### config.mk
export PLATFORM = sky130hd
export DESIGN_NAME = signed_int_to_radix_digits_core_flat
export DESIGN_NICKNAME = d
export VERILOG_FILES = /design/src/sv/sirad_pkg.sv /design/src/sv/sirad_if.sv /design/src/sv/sirad_div.sv /design/src/sv/signed_int_to_radix_digits_core.sv /design/src/flat_wrapper.sv
export SDC_FILE = /design/constraint.sdc
export NUM_CORES = 1
export LEC_CHECK = 0
export BUFFER_PORTS_ARGS = -buffer_cell sky130_fd_sc_hd__buf_2
export CAP_MARGIN = 20
export CORE_MARGIN = 4
export CORE_UTILIZATION = 40
export DETAILED_ROUTE_END_ITERATION = 6
export GPL_TIMING_DRIVEN = 0
export PLACE_DENSITY_LB_ADDON = 0.15
export SLEW_MARGIN = 20
export SYNTH_ARGS = -nofsm -noshare
export SYNTH_HDL_FRONTEND = slang
export SYNTH_SLANG_ARGS = --single-unit
export TNS_END_PERCENT = 10
### constraint.sdc
create_clock -name clk -period 4.8 [get_ports clk]
set_input_delay 0.24 -clock clk [delete_from_list [all_inputs] [get_ports clk]]
set_output_delay 0.24 -clock clk [all_outputs]
set_load 0.03 [all_outputs]
### src/sv/sirad_pkg.sv
package sirad_pkg;

  localparam int MAX_RADIX = 16;
  localparam int DATA_W    = 32;
  localparam int CHAR_W    = 8;
  localparam int DIG_W     = $clog2(MAX_RADIX);
  localparam int LEN_W     = 5;
  localparam int CFG_W     = 64;
  localparam int CFG_IDX_W = 2;
  localparam int NDIG      = DATA_W;
  localparam int NDIG_W    = $clog2(NDIG);
  localparam int CNT_W     = NDIG_W + 1;
  localparam int STEP_W    = $clog2(DATA_W);
  localparam int GLYPHS    = 16;

  typedef logic [CFG_IDX_W-1:0] cfg_idx_t;
  localparam cfg_idx_t CFG_RADIX_LEN = 2'd0;
  localparam cfg_idx_t CFG_ALPHA_LO  = 2'd1;
  localparam cfg_idx_t CFG_ALPHA_HI  = 2'd2;

  localparam logic [CHAR_W-1:0] CHAR_PLUS  = 8'h2B;
  localparam logic [CHAR_W-1:0] CHAR_MINUS = 8'h2D;

  localparam logic [LEN_W-1:0] RST_RADIX_LEN = 5'd10;
  localparam logic [CFG_W-1:0] RST_ALPHA_LO  = 64'h3736_3534_3332_3130;
  localparam logic [CFG_W-1:0] RST_ALPHA_HI  = 64'h0000_0000_0000_3938;

  typedef enum logic [2:0] {
    ST_IDLE,
    ST_CHECK,
    ST_DIV,
    ST_DIV_WAIT,
    ST_SIGN,
    ST_EMIT
  } state_t;

  typedef struct packed {
    logic                start;
    logic [DATA_W-1:0]   dividend;
    logic [LEN_W-1:0]    divisor;
  } div_req_t;

  typedef struct packed {
    logic                done;
    logic [DATA_W-1:0]   quot;
    logic [DIG_W-1:0]    rem;
  } div_rsp_t;

  function automatic logic [CHAR_W-1:0] glyph_at(input logic [CFG_W-1:0] lo,
                                                 input logic [CFG_W-1:0] hi,
                                                 input logic [DIG_W-1:0] idx);
    logic [2*CFG_W-1:0] all;
    all = {hi, lo};
    return all[idx*CHAR_W +: CHAR_W];
  endfunction

endpackage

### src/sv/sirad_if.sv
interface sirad_in_if;
  logic                                 valid;
  logic                                 ready;
  logic signed [sirad_pkg::DATA_W-1:0]  value;

  modport source(output valid, output value, input ready);
  modport sink(input valid, input value, output ready);
endinterface

interface sirad_out_if;
  logic                          valid;
  logic                          ready;
  logic [sirad_pkg::CHAR_W-1:0]  out_char;
  logic                          last_char;

  modport source(output valid, output out_char, output last_char, input ready);
  modport sink(input valid, input out_char, input last_char, output ready);
endinterface

### src/sv/sirad_div.sv
// Restoring bit-serial divider, one quotient bit per cycle.
module sirad_div (
  input  logic                clk,
  input  logic                rst_n,
  input  sirad_pkg::div_req_t req,
  output sirad_pkg::div_rsp_t rsp
);

  logic                           busy_r, busy_nxt;
  logic                           done_r, done_nxt;
  logic [sirad_pkg::STEP_W-1:0]   step_r, step_nxt;
  logic [sirad_pkg::DATA_W-1:0]   q_r, q_nxt;
  logic [sirad_pkg::DIG_W-1:0]    rem_r, rem_nxt;
  logic [sirad_pkg::LEN_W-1:0]    dvs_r, dvs_nxt;
  logic [sirad_pkg::LEN_W-1:0]    trial;
  logic                           fits;

  always_comb begin
    trial    = {rem_r, q_r[sirad_pkg::DATA_W-1]};
    fits     = (trial >= dvs_r);
    busy_nxt = busy_r;
    done_nxt = 1'b0;
    step_nxt = step_r;
    q_nxt    = q_r;
    rem_nxt  = rem_r;
    dvs_nxt  = dvs_r;
    if (req.start) begin
      busy_nxt = 1'b1;
      step_nxt = '0;
      q_nxt    = req.dividend;
      rem_nxt  = '0;
      dvs_nxt  = req.divisor;
    end else if (busy_r) begin
      q_nxt   = {q_r[sirad_pkg::DATA_W-2:0], fits};
      rem_nxt = fits ? sirad_pkg::DIG_W'(trial - dvs_r) : trial[sirad_pkg::DIG_W-1:0];
      step_nxt = step_r + 1'b1;
      if (step_r == sirad_pkg::STEP_W'(sirad_pkg::DATA_W - 1)) begin
        busy_nxt = 1'b0;
        done_nxt = 1'b1;
      end
    end
  end

  always_ff @(posedge clk) begin
    if (!rst_n) begin
      busy_r <= 1'b0;
      done_r <= 1'b0;
    end else begin
      busy_r <= busy_nxt;
      done_r <= done_nxt;
    end
    step_r <= step_nxt;
    q_r    <= q_nxt;
    rem_r  <= rem_nxt;
    dvs_r  <= dvs_nxt;
  end

  assign rsp.done = done_r;
  assign rsp.quot = q_r;
  assign rsp.rem  = rem_r;

endmodule

### src/sv/signed_int_to_radix_digits_core.sv
// Flow: accept, then a check of each alphabet glyph in use, then one bit-serial division
//   per digit, then the characters are emitted; the output register stalls on out_ch.ready.
// Throughput: one item at a time; a new value is taken only when the sequencer is idle.
//   The divider sets the pace.
// Reset: synchronous active-low rst_n; registers return to radix 10, alphabet "0123456789",
//   sequencer idle and the output register empty.
module signed_int_to_radix_digits_core (
  input  logic                            clk,
  input  logic                            rst_n,
  sirad_in_if.sink                        in_ch,
  sirad_out_if.source                     out_ch,
  input  logic                            cfg_we,
  input  sirad_pkg::cfg_idx_t             cfg_idx,
  input  logic [sirad_pkg::CFG_W-1:0]     cfg_data
);

  // Configuration registers
  logic [sirad_pkg::LEN_W-1:0]  radix_len_r;
  logic [sirad_pkg::CFG_W-1:0]  alpha_lo_r;
  logic [sirad_pkg::CFG_W-1:0]  alpha_hi_r;

  // Sequencer state
  sirad_pkg::state_t             state_r, state_nxt;
  logic [sirad_pkg::DATA_W-1:0]  mag_r, mag_nxt;
  logic                          neg_r, neg_nxt;
  logic [sirad_pkg::DIG_W-1:0]   chk_i_r, chk_i_nxt;
  logic [sirad_pkg::CNT_W-1:0]   nd_r, nd_nxt;

  // Digit stack, least significant digit at entry 0
  logic [sirad_pkg::DIG_W-1:0]   digits_r [sirad_pkg::NDIG];
  logic                          dig_we;

  // Output register
  logic                          oval_r, oval_nxt;
  logic [sirad_pkg::CHAR_W-1:0]  ochar_r, ochar_nxt;
  logic                          olast_r, olast_nxt;
  logic                          out_load;

  sirad_pkg::div_req_t           div_req;
  sirad_pkg::div_rsp_t           div_rsp;

  logic                          accept;
  logic                          len_ok;
  logic [sirad_pkg::DIG_W-1:0]   len_m1;
  logic [sirad_pkg::CHAR_W-1:0]  chk_glyph;
  logic                          chk_hit;
  logic [sirad_pkg::CNT_W-1:0]   nd_inc;
  logic [sirad_pkg::CNT_W-1:0]   rd_idx;
  logic [sirad_pkg::DATA_W-1:0]  raw;

  sirad_div u_div (
    .clk  (clk),
    .rst_n(rst_n),
    .req  (div_req),
    .rsp  (div_rsp)
  );

  assign in_ch.ready = (state_r == sirad_pkg::ST_IDLE);
  assign accept      = in_ch.valid && in_ch.ready;
  assign raw         = in_ch.value;

  // Radix must lie in 2..MAX_RADIX
  assign len_ok = (radix_len_r >= sirad_pkg::LEN_W'(2)) &&
                  (radix_len_r <= sirad_pkg::LEN_W'(sirad_pkg::MAX_RADIX));
  assign len_m1 = sirad_pkg::DIG_W'(radix_len_r - 1'b1);

  // One glyph per cycle: sign characters, or a duplicate among later glyphs in use
  always_comb begin
    chk_glyph = sirad_pkg::glyph_at(alpha_lo_r, alpha_hi_r, chk_i_r);
    chk_hit   = (chk_glyph == sirad_pkg::CHAR_PLUS) || (chk_glyph == sirad_pkg::CHAR_MINUS);
    for (int j = 0; j < sirad_pkg::GLYPHS; j++) begin
      if ((sirad_pkg::LEN_W'(j) > {1'b0, chk_i_r}) && (sirad_pkg::LEN_W'(j) < radix_len_r) &&
          (sirad_pkg::glyph_at(alpha_lo_r, alpha_hi_r, sirad_pkg::DIG_W'(j)) == chk_glyph)) begin
        chk_hit = 1'b1;
      end
    end
  end

  assign out_load = !oval_r || out_ch.ready;
  assign nd_inc   = nd_r + 1'b1;
  assign rd_idx   = nd_r - 1'b1;

  always_comb begin
    state_nxt = state_r;
    mag_nxt   = mag_r;
    neg_nxt   = neg_r;
    chk_i_nxt = chk_i_r;
    nd_nxt    = nd_r;
    dig_we    = 1'b0;
    oval_nxt  = oval_r && !out_ch.ready;
    ochar_nxt = ochar_r;
    olast_nxt = olast_r;
    div_req.start    = 1'b0;
    div_req.dividend = mag_r;
    div_req.divisor  = radix_len_r;

    unique case (state_r)
      sirad_pkg::ST_IDLE: begin
        if (accept) begin
          neg_nxt   = raw[sirad_pkg::DATA_W-1];
          mag_nxt   = raw[sirad_pkg::DATA_W-1] ? (sirad_pkg::DATA_W'(0) - raw) : raw;
          chk_i_nxt = '0;
          nd_nxt    = '0;
          // A bad radix drops the item with no output
          state_nxt = len_ok ? sirad_pkg::ST_CHECK : sirad_pkg::ST_IDLE;
        end
      end
      sirad_pkg::ST_CHECK: begin
        if (chk_hit) begin
          state_nxt = sirad_pkg::ST_IDLE;
        end else if (chk_i_r == len_m1) begin
          state_nxt = sirad_pkg::ST_DIV;
        end else begin
          chk_i_nxt = chk_i_r + 1'b1;
        end
      end
      sirad_pkg::ST_DIV: begin
        div_req.start = 1'b1;
        state_nxt     = sirad_pkg::ST_DIV_WAIT;
      end
      sirad_pkg::ST_DIV_WAIT: begin
        if (div_rsp.done) begin
          dig_we  = 1'b1;
          nd_nxt  = nd_inc;
          mag_nxt = div_rsp.quot;
          if ((div_rsp.quot == '0) || (nd_inc == sirad_pkg::CNT_W'(sirad_pkg::NDIG))) begin
            state_nxt = neg_r ? sirad_pkg::ST_SIGN : sirad_pkg::ST_EMIT;
          end else begin
            state_nxt = sirad_pkg::ST_DIV;
          end
        end
      end
      sirad_pkg::ST_SIGN: begin
        if (out_load) begin
          oval_nxt  = 1'b1;
          ochar_nxt = sirad_pkg::CHAR_MINUS;
          olast_nxt = 1'b0;
          state_nxt = sirad_pkg::ST_EMIT;
        end
      end
      sirad_pkg::ST_EMIT: begin
        // Pop digits most significant first
        if (out_load) begin
          oval_nxt  = 1'b1;
          ochar_nxt = sirad_pkg::glyph_at(alpha_lo_r, alpha_hi_r,
                                          digits_r[rd_idx[sirad_pkg::NDIG_W-1:0]]);
          olast_nxt = (nd_r == sirad_pkg::CNT_W'(1));
          nd_nxt    = rd_idx;
          if (nd_r == sirad_pkg::CNT_W'(1)) begin
            state_nxt = sirad_pkg::ST_IDLE;
          end
        end
      end
      default: begin
        state_nxt = sirad_pkg::ST_IDLE;
      end
    endcase
  end

  always_ff @(posedge clk) begin
    if (!rst_n) begin
      state_r <= sirad_pkg::ST_IDLE;
      oval_r  <= 1'b0;
    end else begin
      state_r <= state_nxt;
      oval_r  <= oval_nxt;
    end
    mag_r   <= mag_nxt;
    neg_r   <= neg_nxt;
    chk_i_r <= chk_i_nxt;
    nd_r    <= nd_nxt;
    ochar_r <= ochar_nxt;
    olast_r <= olast_nxt;
  end

  always_ff @(posedge clk) begin
    if (dig_we) begin
      digits_r[nd_r[sirad_pkg::NDIG_W-1:0]] <= div_rsp.rem;
    end
  end

  // Config writes; an index beyond the list is ignored
  always_ff @(posedge clk) begin
    if (!rst_n) begin
      radix_len_r <= sirad_pkg::RST_RADIX_LEN;
      alpha_lo_r  <= sirad_pkg::RST_ALPHA_LO;
      alpha_hi_r  <= sirad_pkg::RST_ALPHA_HI;
    end else if (cfg_we) begin
      unique case (cfg_idx)
        sirad_pkg::CFG_RADIX_LEN: radix_len_r <= cfg_data[sirad_pkg::LEN_W-1:0];
        sirad_pkg::CFG_ALPHA_LO:  alpha_lo_r  <= cfg_data;
        sirad_pkg::CFG_ALPHA_HI:  alpha_hi_r  <= cfg_data;
        default: begin
        end
      endcase
    end
  end

  assign out_ch.valid     = oval_r;
  assign out_ch.out_char  = ochar_r;
  assign out_ch.last_char = olast_r;

endmodule
### src/flat_wrapper.sv
// flat-port wrapper written by rule: the top's interface ports become plain ports
module signed_int_to_radix_digits_core_flat 
  (clk, rst_n, cfg_we, cfg_idx, cfg_data, in_ch_valid, in_ch_value, in_ch_ready, out_ch_valid, out_ch_out_char, out_ch_last_char, out_ch_ready);
  sirad_in_if in_ch_i ();
  sirad_out_if out_ch_i ();
  input  logic clk;
  input  logic rst_n;
  input  logic cfg_we;
  input  sirad_pkg::cfg_idx_t cfg_idx;
  input  logic [sirad_pkg::CFG_W-1:0] cfg_data;
  input wire logic [$bits(in_ch_i.valid)-1:0] in_ch_valid;
  input wire logic [$bits(in_ch_i.value)-1:0] in_ch_value;
  output wire logic [$bits(in_ch_i.ready)-1:0] in_ch_ready;
  output wire logic [$bits(out_ch_i.valid)-1:0] out_ch_valid;
  output wire logic [$bits(out_ch_i.out_char)-1:0] out_ch_out_char;
  output wire logic [$bits(out_ch_i.last_char)-1:0] out_ch_last_char;
  input wire logic [$bits(out_ch_i.ready)-1:0] out_ch_ready;
  assign in_ch_i.valid = in_ch_valid;
  assign in_ch_i.value = in_ch_value;
  assign in_ch_ready = in_ch_i.ready;
  assign out_ch_valid = out_ch_i.valid;
  assign out_ch_out_char = out_ch_i.out_char;
  assign out_ch_last_char = out_ch_i.last_char;
  assign out_ch_i.ready = out_ch_ready;
  signed_int_to_radix_digits_core u_core (.clk(clk), .rst_n(rst_n), .in_ch(in_ch_i), .out_ch(out_ch_i), .cfg_we(cfg_we), .cfg_idx(cfg_idx), .cfg_data(cfg_data));
endmodule
Yosys cells after proc, flatten, opt, wreduce, memory -nomap -nowiden

Memories as Yosys holds them, arrays and structs flattened.
Cells that the tools add are included.

Bits in registers: 237
RAM bits: 128
Input port bits: 103
Output and inout port bits: 11
Logic and storage cells: 213
Memories: 1

Memory list:

| memory          | words | width | read ports | clocked after memory_dff | write ports | line                                  | source |
|---|---|---|---|---|---|---|---|
| u_core.digits_r | 32    | 4     | 1          | 0                        | 1           | signed_int_to_radix_digits_core.sv:30 | `logic [sirad_pkg::DIG_W-1:0] digits_r [sirad_pkg::NDIG];` |

Add/sub/neg operators: 7
Order comparisons: 33
Eq/ne operators: 36
Shift operators: 2
Mux-type cells: 58
Bitwise logic cells: 2
Reduce and logical (&&, ||, !) cells: 57

Operators by type and width:

| cell                                                                         | count |
|---|---|
| 128-bit by 8-bit variable part select with 8-bit output                      | 2 |
| 32-bit two-way mux                                                           | 5 |
| 8-bit == test                                                                | 15 |
| 32-bit case mux with 2 select lines                                          | 1 |
| 4-bit by 5-bit less-than comparator with 1-bit output (first input constant) | 8 |
| 1-bit logical AND                                                            | 33 |
| 4-bit > comparator (first input constant)                                    | 8 |
| 32-bit zero test                                                             | 1 |
| 1-bit by 32-bit subtractor with 32-bit output (first input constant)         | 1 |
| 1-bit two-way mux                                                            | 30 |
| 3-bit two-way mux                                                            | 8 |
| 3-bit by 5-bit less-than comparator with 1-bit output (first input constant) | 4 |
| 6-bit two-way mux                                                            | 3 |
| 3-bit case mux with 6 select lines                                           | 1 |
| 6-bit case mux with 3 select lines                                           | 1 |
| 8-bit by 6-bit == test with 1-bit output (second input constant)             | 2 |
| 3-bit by 4-bit > comparator with 1-bit output (first input constant)         | 4 |
| 4-bit two-way mux                                                            | 4 |
| 8-bit two-way mux                                                            | 2 |
| 8-bit case mux with 2 select lines                                           | 1 |
| 2-bit by 5-bit less-than comparator with 1-bit output (first input constant) | 2 |
| 2-bit by 4-bit > comparator with 1-bit output (first input constant)         | 2 |
| 2-bit != test (second input constant)                                        | 4 |
| 4-bit case mux with 2 select lines                                           | 1 |
| other kinds (36)                                                             | 52 |

Depth between registers and ports, before layout

Depth after elaboration: 20
Depth in mapped cells: 16

Cells and area by module

A second synthesis with hierarchy kept.

Cell total of the unflattened synthesis: 1,813
Area total of the unflattened synthesis: 19,530.0 µm²

Modules (own cells, without submodules):

| module                          | instances | cells each | area an instance (µm²) | seq. area each (µm²) |
|---|---|---|---|---|
| signed_int_to_radix_digits_core | 1         | 1,670      | 17,379.2               | 8,147.8 |
| sirad_div                       | 1         | 143        | 2,150.8                | 1,331.3 |

Least setup slack after synthesis

OpenSTA, ideal clock, no wires.

Kind: register -> register
From: reg u_core.nd_r[0] (netlist name)
To: reg u_core.ochar_r, in the netlist u_core.out_ch.out_char[2], data pin
Library setup time: 279 ps
Arrival time: 4,389 ps
Slack: 131 ps
Stages on the path, launching flop included: 15
Period minus slack after synthesis: 4,669 ps
Cell sequence: edfxtp_1 -> buf_2 -> clkbuf_1 -> inv_1 -> ha_1 -> clkbuf_1 -> clkbuf_1 -> mux4_2 -> mux4_2 -> mux2i_1 -> clkbuf_1 -> buf_2 -> mux4_2 -> a21oi_1 -> a22oi_1

Longest elaborated chain between the ends: 5

RTL lines:

| element                                                 | line                                   | source |
|---|---|---|
| start, declared                                         | signed_int_to_radix_digits_core.sv:27  | `logic [sirad_pkg::CNT_W-1:0] nd_r, nd_nxt;` |
| start signal, assigned                                  | signed_int_to_radix_digits_core.sv:171 | `nd_r <= nd_nxt;` |
| 6-bit by 1-bit subtractor with 6-bit output             | signed_int_to_radix_digits_core.sv:81  | `assign rd_idx = nd_r - 1'b1;` |
| memory 32 x 4 bit                                       | n/a                                    |  |
| 128-bit by 8-bit variable part select with 8-bit output | sirad_pkg.sv:54                        | `return all[idx*CHAR_W +: CHAR_W];` |
| 8-bit two-way mux                                       | signed_int_to_radix_digits_core.sv:143 | `if (out_load) begin` |
| 8-bit case mux with 2 select lines                      | signed_int_to_radix_digits_core.sv:97  | `unique case (state_r)` |
| end signal, assigned                                    | signed_int_to_radix_digits_core.sv:172 | `ochar_r <= ochar_nxt;` |
| end, declared                                           | signed_int_to_radix_digits_core.sv:35  | `logic [sirad_pkg::CHAR_W-1:0] ochar_r, ochar_nxt;` |

Every way passes these cells. The select of a mux whose other input is x is not followed.
A chain may end at the register's enable or synchronous reset.

Final worst setup path

From: reg u_core.nd_r[0] (netlist name)
To: reg u_core.ochar_r, in the netlist u_core.out_ch.out_char[4], data pin

The elaborated chain is that of the path after synthesis.

==> impl_metrics.csv <==
group,metric,value,unit
status,run_status,"complete, no violations",
clocking,cts.clk_slew.worst_paths,60,ps
logic_synthesis,synth_compound_area_share,13.43,%
placement,portBuffers,112,
cells_and_area,final_common_cell,"nand2_1",
logic_synthesis,ys_ff_latch,365,
logic_synthesis,ys_types,76,
power_and_ir_drop,leakagePower,8.299,nW
cells_and_area,fillCellCount,4787,
setup_path,r2r_end,"u_core.out_ch.out_char[4]",
placement,dp_hpwl,60020,um
min_path,hp-class,"in -> reg",
power_and_ir_drop,total_power,12.91,mW
die,start_util,40.45,%
min_path,worstHoldStart,"in_ch_value[25]",
setup_path,cp-end-kind,"flop",
clocking,clock_sinks,365,
sta,setup-tns-final,0,ps
drt,vias,16885,
clocking,clock_path_buffers,3,
sta,skew,11.68,ps
clocking,clock_latency,580,ps
drt,wl_met1,36410,um
cells_and_area,area_growth,17.56,%
logic_synthesis,synth_xor_area_share,6.747,%
clocking,cts-root-buf,"clkbuf_16",
global_routing,grt_overflow,0,
sta,worst_slew_pin_slew,1138,ps
job,drv_cap,0,
sta,setup_viol,0,
clocking,cts_setup_buffers,0,
clocking,numCtsBuffers,40,
drt,wl_met3,6309,um
logic_synthesis,synth_edf_count,217,
logic_synthesis,ys_async_sr_fraction,0,%
global_routing,grt_pass1_wl,113000,um
setup_path,cp_data_arrival_time,5020,ps
sta,drv_slew,0,
power_and_ir_drop,p_per_area,542.2,mW/mm^2
logic_synthesis,synthesis.area,0.02025,sq mm
logic_synthesis,synth_cells,1956,
sta,period_share,98.64,%
cells_and_area,final_cell_area,0.02381,sq mm
setup_path,worstPathRequired,5090,ps
setup_path,critPathKind,"reg -> reg",
die,die_h,233.0,um
drt,drtAntennaViolNets,0,
setup_path,crit_fanout,10,
global_routing,grt_pass1_vias,16458,
power_and_ir_drop,ir_drop,0.3124,mV
die,die_area,0.05429,sq mm
cells_and_area,final_cells,2879,
placement,place_congestion,1.057,
clocking,htreeDepth,2,
drt,top_layer,"met4",
logic_synthesis,yosysWarnings,0,
placement,dp_cells,2744,
cells_and_area,fin_nets,2300,
logic_synthesis,syn_avg_cell_area,10.35,sq um
drt,vias_per_cell,5.865,
global_routing,antenna_found_initial,0,
logic_synthesis,synth_nets,2078,
drt,routed-wl-met2,33420,um
setup_path,crit_path_start_kind,"flop",
logic_synthesis,synth_top_family_by_area,"simple AND/OR/NAND/NOR gates",
sta,period_minus_slack,4735,ps
die,die_x,233.0,um
cells_and_area,layout_common_cells,"355 x nand2_1, 217 x edfxtp_1, 144 x dfxtp_1, 125 x buf_2, 95 x a21boi_0",
sta,slew_headroom,24.14,%
drt,routed_wl,78590,um
placement,dpl_cell_area,0.02175,sq mm
drt,drc,0,
sta,rsz0062_at_grt,"false",
clocking,cts_tree,"built",
drt,wl_per_cell,27.30,um
cells_and_area,drive_gt1_share,16.50,%
logic_synthesis,yosysSeqAreaShare,46.81,%
min_path,holdPathStages,3,
logic_synthesis,synthMuxAreaShare,13.14,%
global_routing,grt_max_degree,36,
die,rows,82,
global_routing,grt.total_usage,28.69,%
drt,dr.pass1.iters,7,
logic_synthesis,synthSimpleGateAreaFrac,15.22,%
drt,drt-initial-drc-count,1633,
sta,finalHoldViolations,0,
setup_path,rrSetupSlack,70,ps
setup_path,reg2regPathDepth,12,
setup_path,r2r-start,"u_core.nd_r[0]",
sta,fmax,211.2,MHz
logic_synthesis,synth_fa_ha_area_share,1.211,%
die,io_pins,114,
die,core_region_area,0.05007,sq mm
min_path,min_to,"u_core.mag_r[25]",
logic_synthesis,synth-main-ff-cell,"edfxtp_1",
## logic make-up (layout without fill, tap and decap cells)
| logic type | Yosys count | in the layout |
|---|---|---|
| multiplexers | 192 | 192 |
| buffers and inverters | 155 | 405 |
| XOR/XNOR | 156 | 156 |
| AO/OA/AOI/OAI | 390 | 390 |
| adder cells (fa/ha/maj) | 19 | 19 |
| AND/OR/NAND/NOR | 679 | 679 |
| flip-flops | 365 | 365 |
| other | 0 | 1 |
## worst max-delay path: stages (launching register included)
cell	delay, ps
edfxtp_1	430
buf_6	240
buf_4	250
inv_1	140
ha_4	390
clkbuf_8	240
mux4_2	340
mux4_2	540
mux2i_4	310
buf_2	460
mux2_2	400
o21ai_1	490
o221ai_2	210
## per-stage QoR
stage	hold WS (ps)	util (%)	setup slack [ps]
floorplan	338.9	-	131.3
global placement	418.6	43.25	-3120
global route	54.59	47.54	3.807
CTS	21.39	47.45	10.05
detailed placement	418.0	43.44	-2303
finish	46.49	47.55	65.29
## state kept, by name, indices dropped and copies added, names as in the netlist
register / cells
u_core.digits_r: 128
u_core.alpha_hi_r: 64
u_core.alpha_lo_r: 64
u_core.mag_r: 32
u_core.u_div.q_r: 32
u_core.out_ch.out_char: 8
u_core.nd_r: 6
u_core.radix_len_r: 5
u_core.u_div.dvs_r: 5
u_core.u_div.step_r: 5
u_core.chk_i_r: 4
u_core.u_div.rem_r: 4
u_core.state_r: 3
u_core.neg_r: 1
u_core.out_ch.last_char: 1
u_core.out_ch.valid: 1
u_core.u_div.busy_r: 1
u_core.u_div.done_r: 1
## area by class of cell
class	instances	area, sq um	share of cell area, %
Timing Repair Buffer	181	1272	5.345
Antenna cell	1	2.502	0.01051
Inverter	30	112.6	0.4730
Clock inverter	16	165.2	0.6937
Multi-Input combinational cell	1436	10180	42.75
Sequential cell	365	9484	39.84
Tap cell	672	840.8	3.532
Buffer	124	646.9	2.717
Clock buffer	54	1105	4.641
## power by group
part,switching [mW],internal [mW]
sequential,0.275,3.63
combinational,3.85,2.13
clock,1.29,1.73
total,5.42,7.49
## synthesized netlist by cell type, types with 7 or more instances
library cell  number  share of area [%]
nand2_1          355                6.6
edfxtp_1         217                 32
dfxtp_1          148                 15
a21boi_0          96                3.6
nor2_1            91                1.7
xnor2_1           91                3.9
mux2i_1           90                4.4
clkbuf_1          83                1.5
o21ai_0           75                1.9
nand3_1           68                1.7
xor2_1            65                2.8
mux4_2            54                6.0
mux2_2            47                2.6
a21oi_1           45                1.1
inv_1             30               0.56
nor3_1            24               0.59
nor2b_1           22               0.68
a211oi_1          21               0.78
nand4_1           20               0.62
or3_1             20               0.62
a22oi_1           19               0.70
buf_2             18               0.44
ha_1              18                1.1
nor4_1            18               0.56
a22o_1            17               0.74
o211ai_1          17               0.63
o31ai_1           14               0.52
buf_1             13               0.24
nand2b_1          12               0.37
o22ai_1           11               0.34
a31oi_1            9               0.28
a21o_1             8               0.30
a2111oi_0          7               0.30
or2_2              7               0.22
or4_1              7               0.26
## worst max-delay path by stage
| stage | end | start | depth (start not counted) |
|---|---|---|---|
| 2_1_floorplan | u_core.out_ch.out_char[2] | u_core.nd_r[0] | 14 |
| 3_3_place_gp | u_core.out_ch.out_char[4] | u_core.nd_r[0] | 14 |
| 3_5_place_dp | u_core.out_ch.out_char[4] | u_core.nd_r[0] | 15 |
| 4_1_cts | u_core.chk_i_r[3] | u_core.chk_i_r[0] | 13 |
| 5_1_grt | u_core.chk_i_r[3] | u_core.chk_i_r[0] | 13 |
| 6_report | u_core.out_ch.out_char[4] | u_core.nd_r[0] | 12 |
## per-layer routing
| metal | vias to the layer above | track usage, % |
|---|---|---|
| met5 | - | 0 |
| met4 | 0 | 9.451 |
| met3 | 122 | 5.522 |
| met2 | 708 | 42.19 |
| met1 | 8446 | 42.48 |
| li1 | 7609 | - |
## what timing repair did
action / in CTS / in global routing
endpoints found under the hold margin: 133 / 0
hold buffers: 65 / 0
gates resized for setup: 34 / 21
pin swaps: 0 / 0
cloned: 0 / 0
endpoints found under the setup margin: 12 / 11
Note: power is estimated with default switching activity, not from simulation.
